File: src/hdl/s256_pkg.sv
// Package for the SHA-256 byte stream hasher: types, round constants,
// initial hash value, sequencer states and the SHA-256 bit functions.
// Depends on nothing; the round unit, the hasher top level and the testbench use it.
`default_nettype none

package s256_pkg;

  localparam int unsigned WordBits = 32;
  localparam int unsigned NumWords = 8;
  localparam int unsigned SchedWords = 16;

  localparam logic [7:0] PadMark = 8'h80;
  localparam logic [5:0] LenStart = 6'd56;
  localparam logic [5:0] LastFill = 6'd63;
  localparam logic [5:0] LastRound = 6'd63;
  localparam logic [2:0] LastWord = 3'd7;
  localparam logic [63:0] BitsPerByte = 64'd8;

  typedef logic [NumWords-1:0][WordBits-1:0] work_t;
  typedef logic [SchedWords-1:0][WordBits-1:0] sched_t;

  typedef enum logic [3:0] {
    ST_IDLE = 4'b0001,
    ST_PAD  = 4'b0010,
    ST_COMP = 4'b0100,
    ST_ADD  = 4'b1000
  } state_e;

  localparam work_t HashInit = {
    32'h5be0cd19, 32'h1f83d9ab, 32'h9b05688c, 32'h510e527f,
    32'ha54ff53a, 32'h3c6ef372, 32'hbb67ae85, 32'h6a09e667
  };

  function automatic logic [31:0] rotr(input logic [31:0] x, input int unsigned n);
    logic [63:0] d;
    d = {x, x} >> n;
    return d[31:0];
  endfunction

  function automatic logic [31:0] big_sigma0(input logic [31:0] x);
    return rotr(x, 2) ^ rotr(x, 13) ^ rotr(x, 22);
  endfunction

  function automatic logic [31:0] big_sigma1(input logic [31:0] x);
    return rotr(x, 6) ^ rotr(x, 11) ^ rotr(x, 25);
  endfunction

  function automatic logic [31:0] small_sigma0(input logic [31:0] x);
    return rotr(x, 7) ^ rotr(x, 18) ^ (x >> 3);
  endfunction

  function automatic logic [31:0] small_sigma1(input logic [31:0] x);
    return rotr(x, 17) ^ rotr(x, 19) ^ (x >> 10);
  endfunction

  function automatic logic [31:0] round_const(input logic [5:0] r);
    logic [31:0] k;
    case (r)
      6'd0:  k = 32'h428a2f98;  6'd1:  k = 32'h71374491;
      6'd2:  k = 32'hb5c0fbcf;  6'd3:  k = 32'he9b5dba5;
      6'd4:  k = 32'h3956c25b;  6'd5:  k = 32'h59f111f1;
      6'd6:  k = 32'h923f82a4;  6'd7:  k = 32'hab1c5ed5;
      6'd8:  k = 32'hd807aa98;  6'd9:  k = 32'h12835b01;
      6'd10: k = 32'h243185be;  6'd11: k = 32'h550c7dc3;
      6'd12: k = 32'h72be5d74;  6'd13: k = 32'h80deb1fe;
      6'd14: k = 32'h9bdc06a7;  6'd15: k = 32'hc19bf174;
      6'd16: k = 32'he49b69c1;  6'd17: k = 32'hefbe4786;
      6'd18: k = 32'h0fc19dc6;  6'd19: k = 32'h240ca1cc;
      6'd20: k = 32'h2de92c6f;  6'd21: k = 32'h4a7484aa;
      6'd22: k = 32'h5cb0a9dc;  6'd23: k = 32'h76f988da;
      6'd24: k = 32'h983e5152;  6'd25: k = 32'ha831c66d;
      6'd26: k = 32'hb00327c8;  6'd27: k = 32'hbf597fc7;
      6'd28: k = 32'hc6e00bf3;  6'd29: k = 32'hd5a79147;
      6'd30: k = 32'h06ca6351;  6'd31: k = 32'h14292967;
      6'd32: k = 32'h27b70a85;  6'd33: k = 32'h2e1b2138;
      6'd34: k = 32'h4d2c6dfc;  6'd35: k = 32'h53380d13;
      6'd36: k = 32'h650a7354;  6'd37: k = 32'h766a0abb;
      6'd38: k = 32'h81c2c92e;  6'd39: k = 32'h92722c85;
      6'd40: k = 32'ha2bfe8a1;  6'd41: k = 32'ha81a664b;
      6'd42: k = 32'hc24b8b70;  6'd43: k = 32'hc76c51a3;
      6'd44: k = 32'hd192e819;  6'd45: k = 32'hd6990624;
      6'd46: k = 32'hf40e3585;  6'd47: k = 32'h106aa070;
      6'd48: k = 32'h19a4c116;  6'd49: k = 32'h1e376c08;
      6'd50: k = 32'h2748774c;  6'd51: k = 32'h34b0bcb5;
      6'd52: k = 32'h391c0cb3;  6'd53: k = 32'h4ed8aa4a;
      6'd54: k = 32'h5b9cca4f;  6'd55: k = 32'h682e6ff3;
      6'd56: k = 32'h748f82ee;  6'd57: k = 32'h78a5636f;
      6'd58: k = 32'h84c87814;  6'd59: k = 32'h8cc70208;
      6'd60: k = 32'h90befffa;  6'd61: k = 32'ha4506ceb;
      6'd62: k = 32'hbef9a3f7;  6'd63: k = 32'hc67178f2;
      default: k = 32'h428a2f98;
    endcase
    return k;
  endfunction

endpackage

`default_nettype wire

File: src/hdl/s256_in_if.sv
// Input channel of the SHA-256 byte stream hasher: valid/ready handshake
// carrying one message byte with its presence and end-of-message flags.
// Depends on nothing.
`default_nettype none

interface s256_in_if;
  logic       valid;
  logic       ready;
  logic [7:0] data_byte;
  logic       byte_present;
  logic       end_of_message;

  modport source (output valid, data_byte, byte_present, end_of_message, input ready);
  modport sink (input valid, data_byte, byte_present, end_of_message, output ready);
endinterface

`default_nettype wire

File: src/hdl/s256_out_if.sv
// Output channel of the SHA-256 byte stream hasher: valid/ready handshake
// carrying one digest word with its index and last-word flag.
// Depends on nothing.
`default_nettype none

interface s256_out_if;
  logic        valid;
  logic        ready;
  logic [31:0] digest_word;
  logic [2:0]  word_index;
  logic        last_word;

  modport source (output valid, digest_word, word_index, last_word, input ready);
  modport sink (input valid, digest_word, word_index, last_word, output ready);
endinterface

`default_nettype wire

File: src/hdl/s256_round.sv
// One SHA-256 compression round and one message schedule expansion step.
// Combinational; the sequencer in the top level applies it once per cycle.
// Depends on s256_pkg.
`default_nettype none

module s256_round (
  input  var s256_pkg::work_t  work_i,
  input  var s256_pkg::sched_t sched_i,
  input  var logic [31:0]      k_i,
  output s256_pkg::work_t      work_o,
  output logic [31:0]          new_word_o
);

  logic [31:0] w_cur;
  logic [31:0] ch;
  logic [31:0] maj;
  logic [31:0] t1;
  logic [31:0] t2;

  // The window holds the oldest schedule word at the top index.
  assign w_cur = sched_i[15];

  assign new_word_o = s256_pkg::small_sigma1(sched_i[1]) + sched_i[6] +
                      s256_pkg::small_sigma0(sched_i[14]) + sched_i[15];

  assign ch  = (work_i[4] & work_i[5]) ^ (~work_i[4] & work_i[6]);
  assign maj = (work_i[0] & work_i[1]) ^ (work_i[0] & work_i[2]) ^
               (work_i[1] & work_i[2]);
  assign t1  = work_i[7] + s256_pkg::big_sigma1(work_i[4]) + ch + k_i + w_cur;
  assign t2  = s256_pkg::big_sigma0(work_i[0]) + maj;

  always_comb begin
    work_o[0] = t1 + t2;
    work_o[1] = work_i[0];
    work_o[2] = work_i[1];
    work_o[3] = work_i[2];
    work_o[4] = work_i[3] + t1;
    work_o[5] = work_i[4];
    work_o[6] = work_i[5];
    work_o[7] = work_i[6];
  end

endmodule

`default_nettype wire

File: src/hdl/sha256_byte_stream_hasher_unit.sv
// SHA-256 byte stream hasher, at most one message byte per transaction.
// A byte that does not fill a block is stored and the unit stays idle; the byte that fills
// a block starts 64 rounds on the shared round unit and one hash add. End of message pads
// one byte per cycle, with a compression after each full block, up to the next length field,
// then loads the eight digest words, waiting while the previous digest is still draining.
// The digest sits in its own register bank, so the next message is accepted while it drains.
// Reset loads the initial hash value, clears length and fill count and empties the output.
`default_nettype none

module sha256_byte_stream_hasher_unit (
  input  var logic   clk_i,
  input  var logic   rst_ni,
  s256_in_if.sink    in_i,
  s256_out_if.source out_o
);

  s256_pkg::state_e state_q, state_d;
  logic [5:0]       fill_q, fill_d;
  logic [5:0]       rnd_q, rnd_d;
  logic [63:0]      len_q, len_d;
  logic             pad_q, pad_d;
  logic             mark_q, mark_d;
  logic             lenok_q, lenok_d;
  logic             final_q, final_d;
  logic             busy_q, busy_d;
  logic [2:0]       idx_q, idx_d;
  s256_pkg::work_t  hash_q, hash_d;
  s256_pkg::work_t  work_q, work_d;
  s256_pkg::work_t  digest_q, digest_d;
  s256_pkg::sched_t sched_q, sched_d;
  s256_pkg::work_t  work_rnd;
  logic [31:0]      new_word;
  logic [511:0]     sched_flat;
  logic             in_acc;
  logic             out_acc;
  logic             push;
  logic [7:0]       push_byte;
  logic             load_digest;

  s256_round u_round (
    .work_i     (work_q),
    .sched_i    (sched_q),
    .k_i        (s256_pkg::round_const(rnd_q)),
    .work_o     (work_rnd),
    .new_word_o (new_word)
  );

  assign in_i.ready = (state_q == s256_pkg::ST_IDLE);
  assign in_acc     = in_i.valid && in_i.ready;
  assign out_acc    = out_o.valid && out_o.ready;
  assign sched_flat = sched_q;

  always_comb begin
    state_d     = state_q;
    fill_d      = fill_q;
    rnd_d       = rnd_q;
    len_d       = len_q;
    pad_d       = pad_q;
    mark_d      = mark_q;
    lenok_d     = lenok_q;
    final_d     = final_q;
    hash_d      = hash_q;
    work_d      = work_q;
    sched_d     = sched_q;
    push        = 1'b0;
    push_byte   = '0;
    load_digest = 1'b0;
    digest_d    = digest_q;

    unique case (state_q)
      s256_pkg::ST_IDLE: begin
        if (in_acc) begin
          lenok_d = 1'b0;
          final_d = 1'b0;
          if (in_i.byte_present) begin
            push      = 1'b1;
            push_byte = in_i.data_byte;
            len_d     = len_q + s256_pkg::BitsPerByte;
          end
          if (in_i.byte_present && fill_q == s256_pkg::LastFill) begin
            state_d = s256_pkg::ST_COMP;
            work_d  = hash_q;
            rnd_d   = '0;
            pad_d   = in_i.end_of_message;
            mark_d  = in_i.end_of_message;
          end else if (in_i.end_of_message) begin
            state_d = s256_pkg::ST_PAD;
            pad_d   = 1'b1;
            mark_d  = 1'b1;
          end
        end
      end
      s256_pkg::ST_PAD: begin
        push = 1'b1;
        if (mark_q) begin
          push_byte = s256_pkg::PadMark;
          mark_d    = 1'b0;
          lenok_d   = (fill_q < s256_pkg::LenStart);
        end else if (lenok_q && fill_q >= s256_pkg::LenStart) begin
          push_byte = len_q[{~fill_q[2:0], 3'b000} +: 8];
        end
        if (fill_q == s256_pkg::LastFill) begin
          state_d = s256_pkg::ST_COMP;
          work_d  = hash_q;
          rnd_d   = '0;
          final_d = !mark_q && lenok_q;
        end
      end
      s256_pkg::ST_COMP: begin
        work_d  = work_rnd;
        sched_d = {sched_q[14:0], new_word};
        rnd_d   = rnd_q + 6'd1;
        if (rnd_q == s256_pkg::LastRound) begin
          state_d = s256_pkg::ST_ADD;
        end
      end
      s256_pkg::ST_ADD: begin
        if (final_q) begin
          if (!busy_q) begin
            for (int i = 0; i < s256_pkg::NumWords; i++) begin
              digest_d[i] = hash_q[i] + work_q[i];
            end
            load_digest = 1'b1;
            hash_d      = s256_pkg::HashInit;
            len_d       = '0;
            pad_d       = 1'b0;
            final_d     = 1'b0;
            lenok_d     = 1'b0;
            state_d     = s256_pkg::ST_IDLE;
          end
        end else begin
          for (int i = 0; i < s256_pkg::NumWords; i++) begin
            hash_d[i] = hash_q[i] + work_q[i];
          end
          if (pad_q) begin
            lenok_d = 1'b1;
            state_d = s256_pkg::ST_PAD;
          end else begin
            state_d = s256_pkg::ST_IDLE;
          end
        end
      end
      default: state_d = s256_pkg::ST_IDLE;
    endcase

    if (push) begin
      sched_d = {sched_flat[503:0], push_byte};
      fill_d  = fill_q + 6'd1;
    end
  end

  always_comb begin
    busy_d = busy_q;
    idx_d  = idx_q;
    if (load_digest) begin
      busy_d = 1'b1;
      idx_d  = '0;
    end else if (out_acc) begin
      idx_d = idx_q + 3'd1;
      if (idx_q == s256_pkg::LastWord) begin
        busy_d = 1'b0;
      end
    end
  end

  assign out_o.valid       = busy_q;
  assign out_o.digest_word = digest_q[idx_q];
  assign out_o.word_index  = idx_q;
  assign out_o.last_word   = (idx_q == s256_pkg::LastWord);

  always_ff @(posedge clk_i or negedge rst_ni) begin
    if (!rst_ni) begin
      state_q <= s256_pkg::ST_IDLE;
      fill_q  <= '0;
      rnd_q   <= '0;
      len_q   <= '0;
      pad_q   <= 1'b0;
      mark_q  <= 1'b0;
      lenok_q <= 1'b0;
      final_q <= 1'b0;
      busy_q  <= 1'b0;
      idx_q   <= '0;
      hash_q  <= s256_pkg::HashInit;
    end else begin
      state_q <= state_d;
      fill_q  <= fill_d;
      rnd_q   <= rnd_d;
      len_q   <= len_d;
      pad_q   <= pad_d;
      mark_q  <= mark_d;
      lenok_q <= lenok_d;
      final_q <= final_d;
      busy_q  <= busy_d;
      idx_q   <= idx_d;
      hash_q  <= hash_d;
    end
  end

  always_ff @(posedge clk_i) begin
    work_q   <= work_d;
    sched_q  <= sched_d;
    digest_q <= digest_d;
  end

  a_round_end: assert property (@(posedge clk_i) disable iff (!rst_ni)
    (state_q == s256_pkg::ST_COMP && rnd_q == s256_pkg::LastRound)
      |=> (state_q == s256_pkg::ST_ADD))
    else $error("compression did not end after the last round");

  a_pad_active: assert property (@(posedge clk_i) disable iff (!rst_ni)
    (state_q == s256_pkg::ST_PAD) |-> pad_q)
    else $error("padding without an end of message");

  a_digest_reset: assert property (@(posedge clk_i) disable iff (!rst_ni)
    load_digest |=> (len_q == '0 && fill_q == '0 && busy_q && idx_q == '0))
    else $error("state not cleared after digest");

  a_drain_end: assert property (@(posedge clk_i) disable iff (!rst_ni)
    (out_acc && idx_q == s256_pkg::LastWord) |=> !busy_q)
    else $error("output still busy after the last word");

  a_final_block: assert property (@(posedge clk_i) disable iff (!rst_ni)
    (state_q == s256_pkg::ST_ADD && final_q) |-> (fill_q == '0 && !mark_q))
    else $error("final block closed with a partial fill");

endmodule

`default_nettype wire

File: src/flat_wrapper.sv
// flat-port wrapper written by rule: the top's interface ports become plain ports
module sha256_byte_stream_hasher_unit_flat 
  (clk_i, rst_ni, in_i_valid, in_i_data_byte, in_i_byte_present, in_i_end_of_message, in_i_ready, out_o_valid, out_o_digest_word, out_o_word_index, out_o_last_word, out_o_ready);
  s256_in_if in_i_i ();
  s256_out_if out_o_i ();
  input  var logic clk_i;
  input  var logic rst_ni;
  input wire logic [$bits(in_i_i.valid)-1:0] in_i_valid;
  input wire logic [$bits(in_i_i.data_byte)-1:0] in_i_data_byte;
  input wire logic [$bits(in_i_i.byte_present)-1:0] in_i_byte_present;
  input wire logic [$bits(in_i_i.end_of_message)-1:0] in_i_end_of_message;
  output wire logic [$bits(in_i_i.ready)-1:0] in_i_ready;
  output wire logic [$bits(out_o_i.valid)-1:0] out_o_valid;
  output wire logic [$bits(out_o_i.digest_word)-1:0] out_o_digest_word;
  output wire logic [$bits(out_o_i.word_index)-1:0] out_o_word_index;
  output wire logic [$bits(out_o_i.last_word)-1:0] out_o_last_word;
  input wire logic [$bits(out_o_i.ready)-1:0] out_o_ready;
  assign in_i_i.valid = in_i_valid;
  assign in_i_i.data_byte = in_i_data_byte;
  assign in_i_i.byte_present = in_i_byte_present;
  assign in_i_i.end_of_message = in_i_end_of_message;
  assign in_i_ready = in_i_i.ready;
  assign out_o_valid = out_o_i.valid;
  assign out_o_digest_word = out_o_i.digest_word;
  assign out_o_word_index = out_o_i.word_index;
  assign out_o_last_word = out_o_i.last_word;
  assign out_o_i.ready = out_o_ready;
  sha256_byte_stream_hasher_unit u_core (.clk_i(clk_i), .rst_ni(rst_ni), .in_i(in_i_i), .out_o(out_o_i));
endmodule
File: config.mk
export PLATFORM = sky130hd
export DESIGN_NAME = sha256_byte_stream_hasher_unit_flat
export DESIGN_NICKNAME = d
export VERILOG_FILES = /design/src/hdl/s256_pkg.sv /design/src/hdl/s256_in_if.sv /design/src/hdl/s256_out_if.sv /design/src/hdl/s256_round.sv /design/src/hdl/sha256_byte_stream_hasher_unit.sv /design/src/flat_wrapper.sv
export SDC_FILE = /design/constraint.sdc
export NUM_CORES = 2
export LEC_CHECK = 0
export ABC_CLOCK_PERIOD_IN_PS = 20400
export BUFFER_PORTS_ARGS = -buffer_cell sky130_fd_sc_hd__buf_2
export CAP_MARGIN = 5
export CORE_MARGIN = 8
export CORE_UTILIZATION = 55
export CTS_CLUSTER_SIZE = 14
export DETAILED_ROUTE_END_ITERATION = 7
export PLACE_DENSITY = 0.71
export SETUP_SLACK_MARGIN = 0.1
export SLEW_MARGIN = 20
export SYNTH_ARGS = -nofsm -noshare
export SYNTH_HDL_FRONTEND = slang
export SYNTH_SLANG_ARGS = --single-unit
File: constraint.sdc
create_clock -name clk_i -period 20.4 [get_ports clk_i]
set_input_delay 1.02 -clock clk_i [delete_from_list [all_inputs] [get_ports clk_i]]
set_output_delay 1.02 -clock clk_i [all_outputs]
set_load 0.03 [all_outputs]
==> impl_metrics.ini <==
[floorplanning]
die_height_microns = 406
std_cell_rows = 143
core-area_sq_um = 152000
die_area_sq_um = 165000
die_w_microns = 406
start_util = 0.552
ios = 52

[critical_path]
endpoint_kind = register
worstSetupStartpointType = register
rr_startpoint = u_core.rnd_q[1]
crit_arrival_ns = 11.49
required_ns = 20.93
rr_endpoint = u_core.work_q[29]
crit_type = register to register
rrSetupSlack_ns = 9.44
critPathSlowestCell = ha_1
cp_common_cell = fa_1
r2r_cells = 33
path_max_fanout = 19
cpPeakStageDelay_ns = 0.91

[synthesis]
synth_async_sr_flop_share = 0.250
yosysUniqueCellTypes = 92
synthCells = 8427
yosysWarnings = 0
ys_seq_area_frac = 0.471
synth_seq_cells = 1365
syn_nets = 9032
ys.flop_type = edfxtp_1
syn_area_sq_um = 83800
synth-edff-count = 1024
synth_area_leaders = edfxtp_1 37%, nand2_1 11%, dfrtp_1 6.1%
yosys-top-cells-count = 2350 x nand2_1, 1024 x edfxtp_1, 436 x xnor2_1
yosysTopAreaCell = edfxtp_1
avgSynthCellArea_sq_um = 9.95
yosysTopAreaCellShare = 0.367
yosysMostFrequentCell = nand2_1

[sta]
rsz0062_at_grt = no
slew_headroom = 0.251
timing.final.max_slew_violations = 0
skew_ns = 0.0486
fmax_mhz = 91.2
min_period_ns = 10.96
hold_viol_final = 0
tightest_slew_ns = 1.11
setup_viol = 0
finalCritPeriodShare = 0.537
final.setup.tns_ns = 0

[job]
max_cap_viol_count = 0

[routing]
first_pass_iters = 6
drt_iter0_markers = 6940
finalWirelength_mm = 256
via_per_inst = 6.13
drtAntennaViolNets = 0
vias = 63800
drc = 0
wire_per_inst_microns = 24.6

[finish]
nets = 8854
fillers = 12800
drive_gt1_frac = 0.0777
regArea_sq_um = 39500
multiInputGateArea_sq_um = 41400
area_delta_synth_final_pct = 8.12

[placed_design]
gp_congestion = 0.993
portBuffers = 51
dp_hpwl_mm = 183

[clock_tree]
post_cts_buffers = 0
worst_skew_pair.late_latency_ns = 0.83
cts.repair.resized = 0
cts_tree = done
cts_hold_buf = 0
root_buffer = clkbuf_16
numCtsBuffers = 150
clk_path_buf_depth = 3
cts.sinks = 1365
htree_levels = 4
clkTransAtPathRegs_ns = 0.06

[global_routing]
grt_pass1_vias = 62100
grt_max_degree = 269
grt_use_met2 = 0.488
grt_util_met3 = 0.0526
overflow = 0
busiest_layer = met2
grt_usage = 0.304
antenna_found_initial = 5
grt_pass1_wl_mm = 384
grtUsageMet1 = 0.396

[worst_hold_path]
hold_path.class = input port to asynchronous set/reset pin

[run_status]
status = finished, final reports clean
## routing by layer
metal | wire length, microns | vias up
li1 | - | 29000
met1 | 102000 | 31500
met2 | 119000 | 2742
met3 | 20000 | 638
met4 | 15800 | 4
met5 | 26 | -
## logic make-up after synthesis
group	synth area share
and+or+nand+nor	0.158
AOI/OAI and AO/OA	0.131
buffers and inverters	0.0364
DFF	0.471
adders and majority gates	0.106
xor gates and xnor gates	0.0670
muxes	0.0312
## placed cells by master, fill, tap and decap left out, types with 39 or more instances in the layout
cell type	Yosys	layout
o21bai_1	52	52
inv_1	354	353
a211oi_1	51	51
nand2b_1	73	72
xnor2_1	436	436
nand2_1	2350	2347
a31oi_1	47	47
fa_1	195	195
a22o_1	117	117
nand3_1	108	108
dfrtp_1	204	198
edfxtp_1	1024	1024
and3_1	48	48
mux2i_1	42	42
ha_1	396	396
nor2b_1	49	49
nor3_1	74	74
dfstp_2	137	137
nor2_1	342	340
o21ai_0	389	389
mux2_2	39	39
mux4_2	78	78
a21o_1	198	198
o22a_1	126	126
buf_4	0	64
clkbuf_16	0	151
xor2_1	205	205
clkbuf_1	414	40
o21a_1	48	48
a21oi_1	372	371
buf_2	1	50
or3_1	39	39
## critical path: cells and delay by family, from the launching register on
kind	cells	cell delay, ns
and+or+nand+nor	4	1.07
adders and majority gates	8	3.97
buffers and inverters	4	0.83
AOI/OAI and AO/OA	15	3.52
xor gates and xnor gates	2	0.42
DFF	1	0.83
## layout make-up
type                    instances  area share
multi-input cells            6250       0.457
inverters                     358      0.0149
clock buffers                 201      0.0449
flip-flops and latches       1365       0.435
well taps                    2030      0.0280
repair buffers                124      0.0102
diodes                          2   0.0000552
clock inverters                78     0.00972
## worst max-delay path by stage
stage | from | to | slack (ns) | cells after the start
floorplan | u_core.state_q[1] | u_core.sched_flat[0] | 6.01 | 9
global placement | u_core.rnd_q[1] | u_core.work_q[29] | 9.76 | 33
detailed placement | u_core.rnd_q[1] | u_core.work_q[29] | 9.65 | 33
CTS | u_core.rnd_q[1] | u_core.work_q[29] | 9.61 | 33
global route | u_core.rnd_q[1] | u_core.work_q[29] | 8.77 | 33
finish | u_core.rnd_q[1] | u_core.work_q[29] | 9.44 | 33
## flip-flops by register name (all words and copies together) (netlist names)
name / count
u_core.sched_flat: 512
u_core.digest_q: 256
u_core.hash_q: 256
u_core.work_q: 256
u_core.len_q: 61
u_core.fill_q: 6
u_core.rnd_q: 6
u_core.state_q: 4
u_core.out_o.word_index: 3
u_core.final_q: 1
u_core.lenok_q: 1
u_core.mark_q: 1
u_core.out_o.valid: 1
u_core.pad_q: 1
## metrics by stage
step / util / instances / setup WS [ns] / cell area [sq um] / hold WS, ns
2_1_floorplan: - / 8427 / 6.01 / 83800 / 0.435
3_3_place_gp: 0.564 / 10100 / 9.76 / 85600 / 0.456
3_5_place_dp: 0.564 / 10100 / 9.65 / 85600 / 0.454
4_1_cts: 0.597 / 10400 / 9.61 / 90600 / 0.230
5_1_grt: 0.597 / 10400 / 8.77 / 90600 / 0.254
6_report: 0.597 / 10400 / 9.44 / 90600 / 0.238
Power is not shown: default switching activity piles up to over one toggle a cycle in this logic, so the estimate is an artifact.
